--- src/rtl/fkr_pkg.sv ---
// Package for the keyed-removal FIFO: sizes, operation and status codes, cell control.
`default_nettype none
package fkr_pkg;

  localparam int DEPTH    = 16;
  localparam int KEY_BITS = 16;
  localparam int CNT_W    = $clog2(DEPTH + 1);

  typedef logic [KEY_BITS-1:0] key_t;
  typedef logic [CNT_W-1:0]    cnt_t;

  typedef enum logic [1:0] {
    FN_PUSH   = 2'd0,
    FN_POP    = 2'd1,
    FN_REMOVE = 2'd2,
    FN_FIND   = 2'd3
  } func_t;

  typedef enum logic [1:0] {
    ST_OK      = 2'd0,
    ST_INVALID = 2'd1,
    ST_EMPTY   = 2'd2,
    ST_FULL    = 2'd3
  } status_t;

  typedef struct packed {
    logic load;
    logic pop;
    logic rmv;
  } cell_ctl_t;

endpackage
`default_nettype wire

--- src/rtl/fkr_cell.sv ---
// One queue slot: holds a key, compares it, and shifts toward the head on pop or remove.
`default_nettype none
module fkr_cell (
  input  wire logic              clk,
  input  wire fkr_pkg::cell_ctl_t ctl,
  input  wire logic              occ,
  input  wire fkr_pkg::key_t     cmp_key,
  input  wire fkr_pkg::key_t     nb_key,
  input  wire logic              hit_in,
  output logic                   hit_out,
  output fkr_pkg::key_t          key_q
);
  import fkr_pkg::*;

  key_t key_r;
  key_t key_nxt;
  logic match;

  assign match   = occ && (key_r == cmp_key);
  assign hit_out = hit_in | match;
  assign key_q   = key_r;

  always_comb begin
    key_nxt = key_r;
    if (ctl.load) begin
      key_nxt = cmp_key;
    end else if (ctl.pop || (ctl.rmv && hit_out)) begin
      key_nxt = nb_key;
    end
  end

  always_ff @(posedge clk) begin
    key_r <= key_nxt;
  end

endmodule
`default_nettype wire

--- src/rtl/fifo_with_keyed_removal_top.sv ---
// Top level of the keyed-removal FIFO: request decode, cell chain, fill count, result register.
//
// Ordered queue of nonzero keys held in a row of slot cells, slot 0 at the head. Each
// request (push, pop, remove by key, find) gives one registered result; a new
// request is taken every cycle unless the result register is full and stalled. All
// cells compare the key at once and a hit ripples toward the tail through the chain,
// so the first match from the head is removed and younger keys move up one slot in the
// same cycle. Reset empties the queue; slot contents need no clearing.
`default_nettype none
module fifo_with_keyed_removal_top (
  input  wire logic        clk,
  input  wire logic        rst_n,
  input  wire logic        in_valid,
  output logic             in_stall,
  input  wire logic [1:0]  in_func,
  input  wire logic [15:0] in_key,
  output logic             out_valid,
  input  wire logic        out_stall,
  output logic [1:0]       out_status,
  output logic             out_found,
  output logic [15:0]      out_out_key,
  output logic [4:0]       out_occupancy
);
  import fkr_pkg::*;

  logic      acc;
  func_t     func;
  key_t      cmp_key;
  logic      key_zero;
  cnt_t      cnt_r;
  cnt_t      cnt_nxt;
  logic      full;
  logic      empty;
  logic      found;
  logic      push_ok;
  logic      pop_ok;
  logic      rmv_ok;
  status_t   status;
  key_t      res_key;
  key_t      keys   [DEPTH];
  logic      hits   [DEPTH+1];

  logic        out_valid_r;
  logic [1:0]  status_r;
  logic        found_r;
  logic [15:0] out_key_r;
  logic [4:0]  occ_r;

  assign in_stall = out_valid_r & out_stall;
  assign acc      = in_valid & ~in_stall;
  assign func     = func_t'(in_func);
  assign cmp_key  = KEY_BITS'(in_key);
  assign key_zero = (cmp_key == '0);
  assign full     = (cnt_r == CNT_W'(DEPTH));
  assign empty    = (cnt_r == '0);
  assign found    = hits[DEPTH];
  assign hits[0]  = 1'b0;

  assign push_ok = acc && (func == FN_PUSH) && !key_zero && !full;
  assign pop_ok  = acc && (func == FN_POP) && !empty;
  assign rmv_ok  = acc && (func == FN_REMOVE) && !key_zero && found;

  genvar gi;
  generate
    for (gi = 0; gi < DEPTH; gi++) begin : g_cell
      cell_ctl_t ctl;
      key_t      nb;
      assign ctl.load = push_ok && (cnt_r == CNT_W'(gi));
      assign ctl.pop  = pop_ok;
      assign ctl.rmv  = rmv_ok;
      if (gi == DEPTH - 1) begin : g_last
        assign nb = keys[gi];
      end else begin : g_mid
        assign nb = keys[gi+1];
      end
      fkr_cell u_cell (
        .clk     (clk),
        .ctl     (ctl),
        .occ     (CNT_W'(gi) < cnt_r),
        .cmp_key (cmp_key),
        .nb_key  (nb),
        .hit_in  (hits[gi]),
        .hit_out (hits[gi+1]),
        .key_q   (keys[gi])
      );
    end
  endgenerate

  always_comb begin
    status  = ST_OK;
    res_key = '0;
    cnt_nxt = cnt_r;
    case (func)
      FN_PUSH: begin
        if (key_zero) begin
          status = ST_INVALID;
        end else if (full) begin
          status = ST_FULL;
        end else begin
          cnt_nxt = cnt_r + CNT_W'(1);
        end
      end
      FN_POP: begin
        if (empty) begin
          status = ST_EMPTY;
        end else begin
          res_key = keys[0];
          cnt_nxt = cnt_r - CNT_W'(1);
        end
      end
      FN_REMOVE: begin
        if (key_zero) begin
          status = ST_INVALID;
        end else if (found) begin
          res_key = cmp_key;
          cnt_nxt = cnt_r - CNT_W'(1);
        end else begin
          status = ST_EMPTY;
        end
      end
      FN_FIND: begin
        if (key_zero) begin
          status = ST_INVALID;
        end else if (!found) begin
          status = ST_EMPTY;
        end
      end
      default: begin
        status = ST_OK;
      end
    endcase
  end

  always_ff @(posedge clk) begin
    if (!rst_n) begin
      cnt_r       <= '0;
      out_valid_r <= 1'b0;
    end else begin
      if (acc) begin
        cnt_r       <= cnt_nxt;
        out_valid_r <= 1'b1;
      end else if (!out_stall) begin
        out_valid_r <= 1'b0;
      end
    end
  end

  always_ff @(posedge clk) begin
    if (acc) begin
      status_r  <= status;
      found_r   <= found && !key_zero &&
                   ((func == FN_REMOVE) || (func == FN_FIND));
      out_key_r <= 16'(res_key);
      occ_r     <= 5'(cnt_nxt);
    end
  end

  assign out_valid     = out_valid_r;
  assign out_status    = status_r;
  assign out_found     = found_r;
  assign out_out_key   = out_key_r;
  assign out_occupancy = occ_r;

endmodule
`default_nettype wire
--- config.mk ---
export PLATFORM = sky130hd
export DESIGN_NAME = fifo_with_keyed_removal_top
export DESIGN_NICKNAME = d
export VERILOG_FILES = /design/src/rtl/fkr_pkg.sv /design/src/rtl/fkr_cell.sv /design/src/rtl/fifo_with_keyed_removal_top.sv
export SDC_FILE = /design/constraint.sdc
export NUM_CORES = 1
export LEC_CHECK = 0
export ABC_AREA = 1
export BUFFER_PORTS_ARGS = -buffer_cell sky130_fd_sc_hd__buf_2
export CELL_PAD_IN_SITES_DETAIL_PLACEMENT = 0
export CELL_PAD_IN_SITES_GLOBAL_PLACEMENT = 1
export CORE_MARGIN = 8
export CORE_UTILIZATION = 53
export CTS_CLUSTER_SIZE = 10
export DETAILED_ROUTE_END_ITERATION = 10
export PLACE_DENSITY_LB_ADDON = 0.1
export SLEW_MARGIN = 10
export SYNTH_ARGS = -nofsm -noshare
export SYNTH_HDL_FRONTEND = slang
export SYNTH_SLANG_ARGS = --single-unit
--- constraint.sdc ---
create_clock -name clk -period 7.8 [get_ports clk]
set_input_delay 1.56 -clock clk [delete_from_list [all_inputs] [get_ports clk]]
set_output_delay 1.56 -clock clk [all_outputs]
set_load 0.05 [all_outputs]
==> impl_results.rst <==
.. list-table::
   :header-rows: 1

   * - Metric
     - Value
   * - Number of buffers created by CTS
     - 36
   * - Total negative setup slack
     - 0 ps
   * - Source of the worst register-to-register timing path
     - cnt_r[4]$_SDFFE_PN0P_
   * - Area fraction in and, or, nand and nor cells after synthesis
     - ~20%
   * - Floorplan die area
     - 36790 um^2
   * - Endpoint of the worst hold-timing path
     - out_valid$_SDFFE_PN0P_
   * - Pre-CTS worst setup slack
     - 1527 ps
   * - Number of enable flip-flop cells after synthesis
     - 280
   * - Count of buffering cells on the critical path with inverters included
     - 5
   * - Adder-cell share of the synthesized area
     - 0.6874%
   * - Antenna violations before repair
     - 2
   * - Reg clk slew, reported paths
     - 50 ps
   * - Vias after detailed routing
     - ~13000
   * - Number of max-cap violations
     - 0
   * - YS warnings
     - 0
   * - 1st-iter DRT viols
     - roughly 1700
   * - Placed Cells
     - 2218
   * - Area of the mapped netlist
     - 16380 um^2
   * - Final hold vios
     - 0
   * - Count of nets left with antenna violations after detail routing
     - 0
   * - Placeable core region
     - 30510 um^2
   * - Family with the most delay on the worst path
     - simple AND/OR/NAND/NOR gates
   * - Post-route non-filler standard cell count
     - roughly 2300
   * - First drt pass iteration count
     - 6
   * - Rel. slew slack
     - 26.95%
   * - Post-layout total power
     - 3.698 mW
   * - Overall routing resource usage
     - 29.23%
   * - TritonCTS clock tree
     - done
   * - Number of placed I/O pins
     - 48
   * - Worst-case setup margin in the final layout
     - between 1500 and 2000 ps
   * - Final clock period utilization by the worst path
     - between 70% and 80%
   * - Dominant combinational cell family by area after synthesis
     - simple AND/OR/NAND/NOR gates
   * - Number of H-tree branching levels
     - 2
   * - Data required, critical path
     - 7940 ps
   * - Share of layout cells above drive strength 1
     - between 10% and 20%
   * - Ant. Diodes
     - 0
   * - Worst Reg2Reg Path Length in Cells
     - 16
   * - Fin nets
     - ~1900
   * - Reg-to-reg setup timing slack
     - around 3300 ps
   * - Max Fanout on Critical Path
     - 24
   * - Crit path top cell by count
     - sky130_fd_sc_hd__inv_2
   * - Worst Hold Margin
     - 492.4 ps
   * - Hpwl dp
     - approximately 35 mm
   * - Initial core utilization
     - ~54%
   * - Commonest cells after routing, fill and taps aside
     - sky130_fd_sc_hd__nand2_1 (536), sky130_fd_sc_hd__edfxtp_1 (280), sky130_fd_sc_hd__o21ai_0 (248)
   * - Latest clock arrival within the worst-skew pair
     - between 500 and 600 ps
   * - PortBufs
     - 47
   * - Y dimension of the die
     - ~190 um
   * - Total of hold buffers inserted after clock tree synthesis
     - 0
   * - Crit-path slowest cell
     - sky130_fd_sc_hd__nand3_1
   * - Minimum clock period
     - ~5800 ps
   * - Setup repair bufs after CTS
     - 0
   * - Post-synthesis register bit count
     - ~290
   * - Avg Inst Size Synth
     - about 8.8 um^2
   * - Number of unique standard cell types used by synthesis
     - 54
   * - Unrepaired setup endpoints after global routing
     - false
   * - Root buffer cell
     - sky130_fd_sc_hd__clkbuf_16
   * - Power Density
     - 207.8 nW/um^2
   * - Worst hold path type
     - reg -> reg
   * - Final-report max-slew violation count
     - 0
   * - Peak ir drop on the vdd network
     - roughly 210 uV
   * - Arrival time of data at the critical path endpoint
     - about 6000 ps
   * - Stage delay of the slowest cell on the critical path
     - 750 ps
   * - Total setup violations reported at the end of the flow
     - 0
   * - Number of buffers on the longest clock path
     - 3
   * - Global-route wire length before repair
     - 80.23 mm
   * - Post-synthesis xor/xnor area fraction
     - roughly 5.1%
   * - Proportion of synthesized chip area in sequential cells
     - a little over half
   * - Post-synthesis async set-or-reset flop share
     - 0%
   * - # resized after CTS
     - 0
   * - Main synth FF type
     - sky130_fd_sc_hd__edfxtp_1
   * - Width of the chip
     - around 190 um
   * - Critical setup path kind
     - in -> reg
   * - Number of cell rows
     - 64
   * - Mux cell area share after synthesis
     - 0%
   * - Most frequent standard cell in the layout excluding fill and tap cells
     - sky130_fd_sc_hd__nand2_1
   * - Largest net degree at the start of global routing
     - 38
   * - Startpoint type of the worst setup path
     - input pin
   * - Leak pwr
     - 7.080 nW
   * - Detail-routed net length per standard cell
     - about 24 um
   * - Crit Reg-Reg Endpoint
     - g_cell[1].u_cell.key_q[9]$_DFFE_PP_
   * - DRC Markers
     - 0
   * - Category of the worst setup path capture point
     - register
   * - Maximum clock frequency
     - about 0.17 GHz
   * - Layout area overhead
     - 8.669%
   * - Vias/cell
     - between 5 and 6
   * - Sinks on Clock Net
     - around 290
   * - Post-layout util
     - between 50% and 60%
   * - Placement Cell Area
     - about 17000 um^2
   * - Global placer's final weighted congestion
     - roughly 0.9
   * - Worst hold path startpoint
     - out_valid$_SDFFE_PN0P_
   * - Syn Nets
     - between 1500 and 2000
   * - List of cells traversed by the critical path
     - buf_2 -> inv_2 -> nand4_1 -> nor3_1 -> nand2_2 -> inv_2 -> nor2_1 -> nand2_1 -> nor2_4 -> inv_2 -> nor3_1 -> inv_1 -> nand3_1
   * - Compound-cell area share of the yosys netlist
     - between 10% and 20%
   * - Worst Skew
     - around 19 ps
   * - Overflow left after global routing
     - 0
   * - Design Area, Final
     - ~18000 um^2
   * - Routed WL
     - approximately 54 mm
   * - Cell count after synthesis
     - 1858
   * - Via count of the first global-routing pass
     - 12700
   * - Worst hold path cell count
     - 2
   * - Measured slew at the worst slew-check pin
     - about 1100 ps
   * - Result of the run
     - finished clean
   * - Fill cell instance count of the final layout
     - around 2800
==> cells in the mapped netlist (2+ instances only) <==
cell	instances	share of area, %
sky130_fd_sc_hd__o22ai_1	49	1.9
sky130_fd_sc_hd__buf_6	6	0.41
sky130_fd_sc_hd__a221oi_2	2	0.18
sky130_fd_sc_hd__a31oi_1	2	0.076
sky130_fd_sc_hd__or2_2	9	0.34
sky130_fd_sc_hd__o311ai_0	3	0.16
sky130_fd_sc_hd__buf_2	37	1.1
sky130_fd_sc_hd__nor2_4	3	0.21
sky130_fd_sc_hd__o211ai_1	9	0.41
sky130_fd_sc_hd__xor2_1	71	3.8
sky130_fd_sc_hd__a22o_1	2	0.11
sky130_fd_sc_hd__nand2_4	12	0.82
sky130_fd_sc_hd__buf_4	17	0.78
sky130_fd_sc_hd__nand4_2	3	0.23
sky130_fd_sc_hd__nand3_1	36	1.1
sky130_fd_sc_hd__a211oi_1	4	0.18
sky130_fd_sc_hd__o21ai_1	26	0.79
sky130_fd_sc_hd__dfxtp_1	6	0.73
sky130_fd_sc_hd__nor3_2	2	0.12
sky130_fd_sc_hd__nor2_1	84	1.9
sky130_fd_sc_hd__a21oi_2	10	0.53
sky130_fd_sc_hd__a221oi_1	17	0.91
sky130_fd_sc_hd__nand2_2	2	0.076
sky130_fd_sc_hd__inv_2	24	0.55
sky130_fd_sc_hd__o21ai_0	248	7.6
sky130_fd_sc_hd__inv_1	171	3.9
sky130_fd_sc_hd__nor4_1	17	0.65
sky130_fd_sc_hd__edfxtp_1	280	51
sky130_fd_sc_hd__nor3_1	18	0.55
sky130_fd_sc_hd__xnor2_1	24	1.3
sky130_fd_sc_hd__and3_1	2	0.076
sky130_fd_sc_hd__a21oi_1	15	0.46
sky130_fd_sc_hd__nand3_2	2	0.12
sky130_fd_sc_hd__nand2_1	536	12
sky130_fd_sc_hd__nand4_1	27	1.0
sky130_fd_sc_hd__ha_1	9	0.69
sky130_fd_sc_hd__nor2_2	2	0.076
sky130_fd_sc_hd__clkbuf_1	55	1.3
==> tightest hold or removal path, delay by kind of cell, from the launching register on <==
family | cells | cell delay [ps]
AOI/OAI and AO/OA | 1 | 70
DFF | 1 | 300
and+or+nand+nor | 1 | 70
==> area by class of cell <==
| type | instances | area [um^2] | area share [%] |
|---|---|---|---|
| sequential | 286 | 8528 | 47.91 |
| timing repair buffer | 80 | 483.0 | 2.713 |
| clock buffer | 48 | 977.2 | 5.490 |
| tap | 396 | 495.5 | 2.783 |
| clock inverter | 7 | 42.54 | 0.2390 |
| multi-input combinational | 1260 | 6536 | 36.72 |
| inverter | 196 | 738.2 | 4.147 |
==> cells by family (layout without fill, tap and decap cells) <==
logic type | Yosys count | in the layout
xor+xnor | 95 | 95
flops | 286 | 286
buf+inv | 312 | 331
fa+ha+maj | 9 | 9
simple gates | 762 | 762
compound gates | 394 | 394
==> flip-flops by register name, summed over array words and instances, names as in the netlist <==
| register | cells |
|---|---|
| out_out_key | 16 |
| out_found | 1 |
| g_cell.u_cell.key_q | 256 |
| cnt_r | 5 |
| out_occupancy | 5 |
| out_valid | 1 |
| out_status | 2 |
==> power by group <==
group,internal [mW],switching [mW]
Sequential,1.74,0.0403
Clock,0.871,0.627
Combinational,0.102,0.313
Total,2.72,0.980
==> layer usage <==
metal	GRT usage [%]	up-vias	part of all wire, %
met1	40.85	6328	42
met2	45.58	764	45
met5	0	-	0.017
met3	5.084	117	10
met4	9.710	2	3.3
li1	-	6288	-
==> worst max-delay path by stage <==
stage | startpoint | end | slack (ps) | cells past startpoint
2_1_floorplan | in_key[10] | g_cell[0].u_cell.key_q[0]$_DFFE_PP_ | 3260 | 11
3_3_place_gp | in_key[9] | g_cell[3].u_cell.key_q[2]$_DFFE_PP_ | 1550 | 13
3_5_place_dp | in_key[9] | g_cell[3].u_cell.key_q[2]$_DFFE_PP_ | 1530 | 13
4_1_cts | in_key[9] | g_cell[3].u_cell.key_q[2]$_DFFE_PP_ | 2050 | 13
5_1_grt | in_key[9] | g_cell[3].u_cell.key_q[11]$_DFFE_PP_ | 1620 | 13
6_report | in_key[9] | g_cell[3].u_cell.key_q[2]$_DFFE_PP_ | 1960 | 13
No activity file was read; power rests on OpenSTA's default activity.
